File: config.mk
export PLATFORM = sky130hd
export DESIGN_NAME = binding_record_parser
export DESIGN_NICKNAME = d
export VERILOG_FILES = /design/src/brp_pkg.sv /design/src/binding_record_parser.sv /design/src/brp_key_class.sv
export SDC_FILE = /design/constraint.sdc
export NUM_CORES = 1
export LEC_CHECK = 0
export BUFFER_PORTS_ARGS = -buffer_cell sky130_fd_sc_hd__buf_2
export CORE_UTILIZATION = 45
export CTS_BUF_LIST = sky130_fd_sc_hd__clkbuf_4 sky130_fd_sc_hd__clkbuf_8 sky130_fd_sc_hd__clkbuf_16
export DETAILED_ROUTE_END_ITERATION = 8
export PLACE_DENSITY = 0.69
export SETUP_SLACK_MARGIN = 0.4
export SYNTH_ARGS = -nofsm -noshare
export SYNTH_HDL_FRONTEND = slang
export SYNTH_HIERARCHICAL = 1
export SYNTH_SLANG_ARGS = --single-unit
File: constraint.sdc
create_clock -name clk_i -period 14.4 [get_ports clk_i]
set_clock_uncertainty 0.2 [all_clocks]
set_input_delay 1.44 -clock clk_i [delete_from_list [all_inputs] [get_ports clk_i]]
set_output_delay 1.44 -clock clk_i [all_outputs]
set_load 0.01 [all_outputs]
File: src/brp_pkg.sv
// Shared types and constants for the binding record parser.
`default_nettype none

package brp_pkg;

  localparam int unsigned ByteW     = 8;
  localparam int unsigned MaxKeys   = 8;
  localparam int unsigned OffsetW   = 32;
  localparam int unsigned KeyTotalW = 4;
  localparam int unsigned ButtonW   = 5;
  localparam int unsigned CfgIdxW   = 3;

  // Buttons at or above this id are not bindable.
  localparam logic [ButtonW-1:0] WheelId = 5'd20;
  // Buttons 16..19 are analog axes: button[4:2] equals this group.
  localparam logic [2:0] AnalogGroup = 3'd4;

  // Configuration register indexes.
  typedef enum logic [CfgIdxW-1:0] {
    CFG_KEY_FLOOR   = 3'd0,
    CFG_KEY_CEILING = 3'd1,
    CFG_MOUSE_FIRST = 3'd2,
    CFG_MOUSE_LAST  = 3'd3,
    CFG_JOY_FIRST   = 3'd4,
    CFG_JOY_LAST    = 3'd5,
    CFG_JOY2_FIRST  = 3'd6,
    CFG_JOY2_LAST   = 3'd7
  } cfg_idx_e;

  localparam logic [ByteW-1:0] KeyFloorRst   = 8'd0;
  localparam logic [ByteW-1:0] KeyCeilingRst = 8'd106;
  localparam logic [ByteW-1:0] MouseFirstRst = 8'd200;
  localparam logic [ByteW-1:0] MouseLastRst  = 8'd206;
  localparam logic [ByteW-1:0] JoyFirstRst   = 8'd210;
  localparam logic [ByteW-1:0] JoyLastRst    = 8'd217;
  localparam logic [ByteW-1:0] Joy2FirstRst  = 8'd218;
  localparam logic [ByteW-1:0] Joy2LastRst   = 8'd221;

  typedef struct packed {
    logic [ByteW-1:0] key_floor;
    logic [ByteW-1:0] key_ceiling;
    logic [ByteW-1:0] mouse_first;
    logic [ByteW-1:0] mouse_last;
    logic [ByteW-1:0] joy_first;
    logic [ByteW-1:0] joy_last;
    logic [ByteW-1:0] joy2_first;
    logic [ByteW-1:0] joy2_last;
  } cfg_t;

  typedef struct packed {
    logic playable;
    logic joystick;
  } key_class_t;

endpackage

`default_nettype wire

File: src/binding_record_parser.sv
// Binding record parser: turns a byte stream of gamepad binding records into bindings.
//
// Input channel: one stream byte per beat. A beat with start_req_i set carries the
// record count of a new list and abandons any list in progress. Each record is a
// header byte, an optional base-128 name offset and one to eight key bytes.
// Output channel: one beat per kept record, taken from a result register. The last
// beat of a list carries last_o and uses_joystick_o; a list whose final record is
// dropped, or whose count is zero, ends with a beat that has bind_valid_o low.
// Throughput: one input byte per cycle until a result waits on a stalled receiver;
// then every byte waits, whether or not it completes a record. A result appears in
// the cycle after the byte that completes it is accepted. in_ready_o stays high while
// the result register is empty or its beat is being taken in the same cycle, so a
// stalled receiver holds off the input only once a result waits.
// Reset: all ranges take their default values, no list is open and the result
// register is empty. Configuration writes take effect at the next edge.
`default_nettype none

module binding_record_parser (
  input  logic                                clk_i,
  input  logic                                rst_ni,
  // configuration
  input  logic                                cfg_we_i,
  input  logic [brp_pkg::CfgIdxW-1:0]         cfg_idx_i,
  input  logic [brp_pkg::ByteW-1:0]           cfg_data_i,
  // input stream
  input  logic                                in_valid_i,
  output logic                                in_ready_o,
  input  logic [brp_pkg::ByteW-1:0]           data_byte_i,
  input  logic                                start_req_i,
  // results
  output logic                                out_valid_o,
  input  logic                                out_ready_i,
  output logic                                bind_valid_o,
  output logic [brp_pkg::ButtonW-1:0]         button_o,
  output logic                                analog_o,
  output logic [brp_pkg::KeyTotalW-1:0]       key_total_o,
  output logic                                has_name_o,
  output logic [brp_pkg::OffsetW-1:0]         name_offset_o,
  output logic [brp_pkg::MaxKeys*brp_pkg::ByteW-1:0] keys_o,
  output logic                                last_o,
  output logic                                uses_joystick_o
);

  localparam int unsigned KeysW = brp_pkg::MaxKeys * brp_pkg::ByteW;

  typedef enum logic [1:0] {PH_IDLE, PH_HEADER, PH_OFFSET, PH_KEYS} phase_e;

  typedef struct packed {
    logic                            bind_valid;
    logic [brp_pkg::ButtonW-1:0]     button;
    logic                            analog;
    logic [brp_pkg::KeyTotalW-1:0]   key_total;
    logic                            has_name;
    logic [brp_pkg::OffsetW-1:0]     name_offset;
    logic [KeysW-1:0]                keys;
    logic                            last;
    logic                            uses_joystick;
  } result_t;

  // configuration
  brp_pkg::cfg_t cfg_q;

  // parser state
  phase_e                          phase_q, phase_d;
  logic [7:0]                      records_left_q, records_left_d;
  logic [brp_pkg::ButtonW-1:0]     cur_button_q, cur_button_d;
  logic                            cur_has_name_q, cur_has_name_d;
  logic [brp_pkg::KeyTotalW-1:0]   cur_key_total_q, cur_key_total_d;
  logic [brp_pkg::KeyTotalW-1:0]   key_index_q, key_index_d;
  logic [brp_pkg::OffsetW-1:0]     offset_accum_q, offset_accum_d;
  logic [KeysW-1:0]                key_buffer_q, key_buffer_d;
  logic                            keys_playable_q, keys_playable_d;
  logic                            joystick_seen_q, joystick_seen_d;

  // result register
  logic    res_valid_q, res_valid_d;
  result_t res_q, res_d;

  logic in_fire;
  brp_pkg::key_class_t byte_class;
  brp_pkg::key_class_t lane_class [brp_pkg::MaxKeys];
  logic [KeysW-1:0] key_insert;
  logic [KeysW-1:0] key_merged;
  logic [brp_pkg::MaxKeys-1:0] lane_joy;
  logic [brp_pkg::KeyTotalW-1:0] key_index_inc;
  logic [7:0] records_dec;
  logic [brp_pkg::ButtonW-1:0] hdr_button;
  logic hdr_analog;
  logic rec_analog;
  logic rec_playable;

  assign in_ready_o = !res_valid_q || out_ready_i;
  assign in_fire    = in_valid_i && in_ready_o;

  brp_key_class u_byte_class (
    .key_i   (data_byte_i),
    .cfg_i   (cfg_q),
    .class_o (byte_class)
  );

  // Place the byte at its slot; the slot is still zero from the header.
  assign key_insert = {{(KeysW-brp_pkg::ByteW){1'b0}}, data_byte_i}
                      << {key_index_q[2:0], 3'b000};
  assign key_merged = key_buffer_q | key_insert;

  // Joystick check over the completed record, with the ranges in force now.
  for (genvar g = 0; g < brp_pkg::MaxKeys; g++) begin : g_lane
    brp_key_class u_lane_class (
      .key_i   (key_merged[g*brp_pkg::ByteW +: brp_pkg::ByteW]),
      .cfg_i   (cfg_q),
      .class_o (lane_class[g])
    );
    assign lane_joy[g] = lane_class[g].joystick
                         && (brp_pkg::KeyTotalW'(g) < cur_key_total_q);
  end

  assign key_index_inc = key_index_q + 1'b1;
  assign records_dec   = records_left_q - 1'b1;
  assign hdr_button    = data_byte_i[4:0];
  assign hdr_analog    = hdr_button[4:2] == brp_pkg::AnalogGroup;
  assign rec_analog    = cur_button_q[4:2] == brp_pkg::AnalogGroup;
  assign rec_playable  = keys_playable_q && byte_class.playable;

  always_comb begin
    phase_d         = phase_q;
    records_left_d  = records_left_q;
    cur_button_d    = cur_button_q;
    cur_has_name_d  = cur_has_name_q;
    cur_key_total_d = cur_key_total_q;
    key_index_d     = key_index_q;
    offset_accum_d  = offset_accum_q;
    key_buffer_d    = key_buffer_q;
    keys_playable_d = keys_playable_q;
    joystick_seen_d = joystick_seen_q;
    res_valid_d     = res_valid_q && !out_ready_i;
    res_d           = res_q;

    if (in_fire) begin
      if (start_req_i) begin
        records_left_d  = data_byte_i;
        joystick_seen_d = 1'b0;
        if (data_byte_i == '0) begin
          phase_d     = PH_IDLE;
          res_valid_d = 1'b1;
          res_d       = '0;
          res_d.last  = 1'b1;
        end else begin
          phase_d = PH_HEADER;
        end
      end else begin
        unique case (phase_q)
          PH_HEADER: begin
            cur_button_d    = hdr_button;
            cur_has_name_d  = data_byte_i[5];
            cur_key_total_d = {1'b0, {1'b0, data_byte_i[7:6]} + 3'd1}
                              << hdr_analog;
            key_index_d     = '0;
            offset_accum_d  = '0;
            key_buffer_d    = '0;
            keys_playable_d = hdr_button < brp_pkg::WheelId;
            phase_d         = data_byte_i[5] ? PH_OFFSET : PH_KEYS;
          end
          PH_OFFSET: begin
            offset_accum_d = {offset_accum_q[brp_pkg::OffsetW-8:0], data_byte_i[6:0]};
            if (!data_byte_i[7]) phase_d = PH_KEYS;
          end
          PH_KEYS: begin
            key_buffer_d    = key_merged;
            keys_playable_d = rec_playable;
            key_index_d     = key_index_inc;
            if (key_index_inc >= cur_key_total_q) begin
              records_left_d = records_dec;
              phase_d        = (records_dec != '0) ? PH_HEADER : PH_IDLE;
              if (rec_playable) begin
                joystick_seen_d     = joystick_seen_q || (lane_joy != '0);
                res_valid_d         = 1'b1;
                res_d.bind_valid    = 1'b1;
                res_d.button        = cur_button_q;
                res_d.analog        = rec_analog;
                res_d.key_total     = cur_key_total_q;
                res_d.has_name      = cur_has_name_q;
                res_d.name_offset   = cur_has_name_q ? offset_accum_q : '0;
                res_d.keys          = key_merged;
                res_d.last          = records_dec == '0;
                res_d.uses_joystick = (records_dec == '0) && joystick_seen_d;
              end else if (records_dec == '0) begin
                // Dropped final record: close the list with a bare marker.
                res_valid_d         = 1'b1;
                res_d               = '0;
                res_d.last          = 1'b1;
                res_d.uses_joystick = joystick_seen_q;
              end
            end
          end
          default: ;
        endcase
      end
    end
  end

  always_ff @(posedge clk_i or negedge rst_ni) begin
    if (!rst_ni) begin
      phase_q         <= PH_IDLE;
      records_left_q  <= '0;
      cur_button_q    <= '0;
      cur_has_name_q  <= 1'b0;
      cur_key_total_q <= '0;
      key_index_q     <= '0;
      offset_accum_q  <= '0;
      key_buffer_q    <= '0;
      keys_playable_q <= 1'b1;
      joystick_seen_q <= 1'b0;
      res_valid_q     <= 1'b0;
    end else begin
      phase_q         <= phase_d;
      records_left_q  <= records_left_d;
      cur_button_q    <= cur_button_d;
      cur_has_name_q  <= cur_has_name_d;
      cur_key_total_q <= cur_key_total_d;
      key_index_q     <= key_index_d;
      offset_accum_q  <= offset_accum_d;
      key_buffer_q    <= key_buffer_d;
      keys_playable_q <= keys_playable_d;
      joystick_seen_q <= joystick_seen_d;
      res_valid_q     <= res_valid_d;
    end
  end

  // Result payload carries no reset.
  always_ff @(posedge clk_i) begin
    res_q <= res_d;
  end

  always_ff @(posedge clk_i or negedge rst_ni) begin
    if (!rst_ni) begin
      cfg_q.key_floor   <= brp_pkg::KeyFloorRst;
      cfg_q.key_ceiling <= brp_pkg::KeyCeilingRst;
      cfg_q.mouse_first <= brp_pkg::MouseFirstRst;
      cfg_q.mouse_last  <= brp_pkg::MouseLastRst;
      cfg_q.joy_first   <= brp_pkg::JoyFirstRst;
      cfg_q.joy_last    <= brp_pkg::JoyLastRst;
      cfg_q.joy2_first  <= brp_pkg::Joy2FirstRst;
      cfg_q.joy2_last   <= brp_pkg::Joy2LastRst;
    end else if (cfg_we_i) begin
      unique case (cfg_idx_i)
        brp_pkg::CFG_KEY_FLOOR:   cfg_q.key_floor   <= cfg_data_i;
        brp_pkg::CFG_KEY_CEILING: cfg_q.key_ceiling <= cfg_data_i;
        brp_pkg::CFG_MOUSE_FIRST: cfg_q.mouse_first <= cfg_data_i;
        brp_pkg::CFG_MOUSE_LAST:  cfg_q.mouse_last  <= cfg_data_i;
        brp_pkg::CFG_JOY_FIRST:   cfg_q.joy_first   <= cfg_data_i;
        brp_pkg::CFG_JOY_LAST:    cfg_q.joy_last    <= cfg_data_i;
        brp_pkg::CFG_JOY2_FIRST:  cfg_q.joy2_first  <= cfg_data_i;
        brp_pkg::CFG_JOY2_LAST:   cfg_q.joy2_last   <= cfg_data_i;
        default: ;
      endcase
    end
  end

  assign out_valid_o     = res_valid_q;
  assign bind_valid_o    = res_q.bind_valid;
  assign button_o        = res_q.button;
  assign analog_o        = res_q.analog;
  assign key_total_o     = res_q.key_total;
  assign has_name_o      = res_q.has_name;
  assign name_offset_o   = res_q.name_offset;
  assign keys_o          = res_q.keys;
  assign last_o          = res_q.last;
  assign uses_joystick_o = res_q.uses_joystick;

  a_marker_is_last: assert property (@(posedge clk_i) disable iff (!rst_ni)
    out_valid_o && !bind_valid_o |-> last_o)
    else $error("end marker without last");

  a_joy_only_on_last: assert property (@(posedge clk_i) disable iff (!rst_ni)
    out_valid_o && !last_o |-> !uses_joystick_o)
    else $error("joystick flag on a non-final beat");

  a_binding_sane: assert property (@(posedge clk_i) disable iff (!rst_ni)
    out_valid_o && bind_valid_o |-> (button_o < brp_pkg::WheelId)
      && (key_total_o != '0) && (key_total_o <= 4'd8))
    else $error("kept binding with bad button or key count");

  a_key_index_bound: assert property (@(posedge clk_i) disable iff (!rst_ni)
    phase_q == PH_KEYS |-> key_index_q < cur_key_total_q)
    else $error("key index ran past the record");

  a_stall_holds_input: assert property (@(posedge clk_i) disable iff (!rst_ni)
    res_valid_q && !out_ready_i |-> !in_ready_o)
    else $error("byte taken while a result waits");

endmodule

`default_nettype wire

File: src/brp_key_class.sv
// Classifies one key code against the configured playable and joystick ranges.
`default_nettype none

module brp_key_class (
  input  logic [brp_pkg::ByteW-1:0] key_i,
  input  brp_pkg::cfg_t             cfg_i,
  output brp_pkg::key_class_t       class_o
);

  logic in_keyb, in_mouse, in_joy, in_joy2;

  assign in_keyb  = (key_i > cfg_i.key_floor) && (key_i < cfg_i.key_ceiling);
  assign in_mouse = (key_i >= cfg_i.mouse_first) && (key_i <= cfg_i.mouse_last);
  assign in_joy   = (key_i >= cfg_i.joy_first) && (key_i <= cfg_i.joy_last);
  assign in_joy2  = (key_i >= cfg_i.joy2_first) && (key_i <= cfg_i.joy2_last);

  assign class_o.playable = in_keyb || in_mouse || in_joy || in_joy2;
  // Detection spans both joysticks, gaps included.
  assign class_o.joystick = (key_i >= cfg_i.joy_first) && (key_i <= cfg_i.joy2_last);

endmodule

`default_nettype wire
# After elaboration in Yosys (flattened, before gate mapping)
# Index checks and enable logic that the tools add are counted.
dict set report word_totals {
  ff_bits 297
  in_bits 25
}
dict set report classes {
  n_addsub 3
  magnitude_cmp 34
  n_eq_ne 15
  n_shift 2
  n_mux 32
  bitwise_logic 2
  reduce_logical 58
}
# op count
set ops {}
lappend ops {{$mux 110} 6}
lappend ops {{$pmux 64 s2} 1}
lappend ops {{$ge 8x8->1} 11}
lappend ops {{$le 8x8->1} 11}
lappend ops {{$or 64x64->64} 1}
lappend ops {{$pmux 32 s2} 1}
lappend ops {{$shl 8x6->64} 1}
lappend ops {{$mux 32} 1}
lappend ops {{$logic_and 1x1->1} 24}
lappend ops {{$mux 8} 3}
lappend ops {{$eq 3x3->1 const B} 6}
lappend ops {{$logic_not 8->1} 2}
lappend ops {{$lt 3x4->1 const A} 4}
lappend ops {{$reduce_and 2->1} 8}
lappend ops {{$reduce_bool 8->1} 2}
lappend ops {{$mux 1} 14}
lappend ops {{$reduce_and 3->1} 4}
lappend ops {{$reduce_bool 2->1} 5}
lappend ops {{$gt 8x8->1} 1}
lappend ops {{$lt 1x4->1 const A} 2}
lappend ops {{$lt 2x4->1 const A} 2}
lappend ops {{$lt 8x8->1} 1}
lappend ops {{$pmux 4 s2} 1}
lappend ops {{$reduce_and 4->1} 2}
lappend ops {{22 further kinds} 32}

# Longest topological paths before layout
dict set report logic_depth {
  depth_word 12
  ltp_mapped 17
  mapped_depth_nobuf 16
}

# By module
# Netlist, hierarchy kept.
# module n_inst cells_each area_each_um2 seq_area_each_um2
set by_module_without_submodules {}
lappend by_module_without_submodules {brp_key_class 9 210 1536.5 0.0}
lappend by_module_without_submodules {binding_record_parser 1 1055 12253.0 8023.9}

# Worst setup path before layout
# OpenSTA, ideal clock, no wires.
dict set report synth_timing {
  path_kind {input port to flip-flop}
  start {in data_byte_i[2] (netlist bit)}
  end {reg res_q (netlist bit analog_o), enable pin}
  setup_ns 0.482
  t_arrival_ns 5.476
  slack_ns 8.241
  stages 10
  path_buffers 0
  cell_sequence {ha_1 > a21o_1 > a21oi_2 > a21oi_2 > a2111oi_4 > a21oi_2 > o211ai_1 > a21oi_1 > nand2_1 > and3_1}
}
# item line
set synth_rtl {}
lappend synth_rtl {{from (decl)} binding_record_parser.sv:28} ;# input logic [brp_pkg::ByteW-1:0] data_byte_i,
lappend synth_rtl {{to (signal assigned)} binding_record_parser.sv:231} ;# res_q <= res_d;
lappend synth_rtl {{to (decl)} binding_record_parser.sv:77} ;# result_t res_q, res_d;

==> summary.md <==
| Metric | Value |
|---|---|
| Diodes inserted | `0` |
| Post-CTS setup buffers | `0` |
| Crit path launch type | `input port` |
| Beginning of the worst hold path | `offset_accum_q[25]$_DFFE_PN0P_` |
| Share of post-route cells with drive strength above 1 | `19.99%` |
| Setup TNS | `0 ps` |
| Core Area | `0.03749 mm2` |
| Hold Path Stages | `2` |
| CP Capture Type | `flop` |
| Logic pwr share | `28.7%` |
| Fillers | `3373` |
| Final Hold Slack | `265.5 ps` |
| Port buffer count | `136` |
| Fin crit period | `5565 ps` |
| Register area | `0.008024 mm2` |
| Max_slew headroom | `19.06%` |
| Num CTS Buffers | `35` |
| Worst Reg-to-Reg Cells | `13` |
| Post-DRT Antenna Nets | `0` |
| CTS Hold Bufs | `0` |
| PostCTS Resize Cnt | `0` |
| Drt wl/cell | `18.32 um` |
| WHS Endpoint | `offset_accum_q[25]$_DFFE_PN0P_` |
| Syn Inst Count | `1696` |
| Starting Density | `45.60%` |
| DRT Wirelength | `43090 um` |
| Overflow after GRT | `0` |
| H-tree levels | `2` |
| Slew Limit Fails | `0` |
| Area grow syn2layout | `13.88%` |
| GRT Total Usage | `22.52%` |
| Clock Latency Late Sink | `560 ps` |
| FMAX | `179.7 MHz` |
| Die area | `0.03878 mm2` |
| Final setup viols | `0` |
| RSZ-0062 raised after global routing | `no` |
| Largest net degree at the start of global routing | `83` |
| Area after DPL | `0.01823 mm2` |
| Reg-to-reg setup timing slack | `9860 ps` |
| Die Ht | `196.9 um` |
| CTS tree | `done` |
| 1st-pass router iterations | `6` |
| Post-DR vias/cell | `5.465` |
| Largest fanout on the critical path | `70` |
| Ports | `137` |
| FP Rows | `71` |
| Clock Tree Root | `clkbuf_16` |
| Critical R2R Launch | `cfg_q[5]$_DFFE_PN0P_` |
| Final Cycle Share | `38.65%` |
| Switch share | `34.98%` |
| Final HPWL DP | `28490 um` |
| Initial antenna violation count | `0` |
| Leakage Power | `9.731 nW` |
| Residual DRC count | `0` |
| Clock sinks | `297` |
| Area of the multi-input gates | `0.007863 mm2` |
| Die X | `196.9 um` |
| Final Hold Vio Count | `0` |
| Status | `completed` |
| Max-cap violations | `0` |
| Post-synthesis net count | `1924` |
| Syn Area/Cell | `10.08 um2` |
| Nets | `2042` |
| Longest Clk Path Bufs | `3` |
| Slew at the pin with the worst max-slew slack | `1214 ps` |
| Peak supply drop | `0.0001252 V` |
| 1st-iter DRT viols | `808` |
| Critical path data required time | `14510 ps` |
| Vias in the first global route | `12667` |
| Setup CP Type | `input port to flop` |
| RR Endpoint | `analog_o$_SDFFCE_PP0P_` |
| First-pass GRT wire length | `67300 um` |
| Yosys Warn Count | `6` |
| Cell Area, Synth | `0.01710 mm2` |
| P per Cell Area | `150.9 mW/mm2` |
| CP arrival | `5680 ps` |
| Hold crit path type | `flop to flop` |
| Final instance area | `0.01947 mm2` |
| Switching Power | `1.027 mW` |
| Power share of the clock group | `31.8%` |
| Internal | `1.910 mW` |
| Via count | `12853` |
| GPL Wtd Cong | `0.8767` |
| Reg power frac | `39.5%` |
| Clock slew at reported path FFs | `60 ps` |
==> critical path: stages <==
cell      delay [ps]
buf_2            420
inv_1            290
ha_1             340
nand2b_1         140
a21o_1           170
a211oi_1         230
o31ai_1          100
a32oi_1          310
o211ai_1         240
nand2_1           90
or2_2            100
buf_4            570
inv_1            680
and2_1           390
nor3b_1          130
==> flip-flops by register name (all words and copies together), names as in the netlist, 5 cells and up <==
signal	count
keys_o	64
records_left_q	8
offset_accum_q	32
cfg_q	64
cur_button_q	5
name_offset_o	32
key_buffer_q	64
button_o	5
==> power groups by stage <==
stage | clock (mW) | sequential (mW) | combinational [mW]
3_5_place_dp | 0 | 1.17 | 0.833
2_1_floorplan | 0 | 1.12 | 0.619
4_1_cts | 0.956 | 1.16 | 0.839
3_3_place_gp | 0 | 1.17 | 0.794
6_report | 0.935 | 1.16 | 0.843
5_1_grt | 0.988 | 1.17 | 0.949
==> final cells by class <==
| cell class | count | share of cell area [%] |
|---|---|---|
| clock buffer | 46 | 5.237 |
| timing repair buffer | 144 | 3.837 |
| sequential | 297 | 41.21 |
| tap | 511 | 3.284 |
| multi-input combinational | 1082 | 40.38 |
| clock inverter | 18 | 1.150 |
| inverter | 254 | 4.897 |
==> metal layers <==
metal  global-route usage (%)  up-vias  wire length, um
met5                    1.022        -               51
met4                    10.22        2             1560
met3                    3.747       94             2800
met2                    36.62      402            20170
met1                    29.40     6288            18510
li1                         -     6067                -
==> placed cells by master (no fill, tap or decap), drive strengths merged, types with 3 or more instances in the layout <==
cell type	instances
clkbuf	46
nand2	176
nor3	7
nor2b	23
o211ai	7
nor3b	8
o32ai	3
a2111oi	10
o21ai	44
buf	144
dfrtp	154
inv	258
clkinv	9
or2	10
mux2	71
nand2b	6
ha	203
a22oi	3
xor2	4
a31oi	10
dfstp	33
o31ai	3
nand4b	3
edfxtp	110
bufinv	3
and3	35
nand4	18
nor2	104
and2	7
o2bb2ai	3
a21o	31
a21oi	209
nand3	56
a211oi	3
a32o	3
a211o	3
==> per-stage QoR <==
step / worst slack [ps] / std cells / power [mW] / util (%)
finish: 8835 / 2352 / 2.937 / 51.94
global route: 8463 / 2352 / 3.111 / 51.94
CTS: 8934 / 2352 / 2.952 / 51.94
detailed placement: 8349 / 2288 / 2.007 / 48.62
global placement: 8445 / 2288 / 1.962 / 48.62
floorplan: 8256 / 1696 / 1.739 / -
==> worst max path at each step <==
stage               cells past startpoint                endpoint            from  slack [ps]
floorplan                              10  analog_o$_SDFFCE_PP0P_  data_byte_i[2]        8260
global placement                       15  analog_o$_SDFFCE_PP0P_  data_byte_i[0]        8450
detailed placement                     15  analog_o$_SDFFCE_PP0P_  data_byte_i[0]        8350
CTS                                    15  analog_o$_SDFFCE_PP0P_  data_byte_i[0]        8930
global route                           15  analog_o$_SDFFCE_PP0P_  data_byte_i[0]        8460
finish                                 15  analog_o$_SDFFCE_PP0P_  data_byte_i[0]        8830
Power figures use the tool's default switching activity.
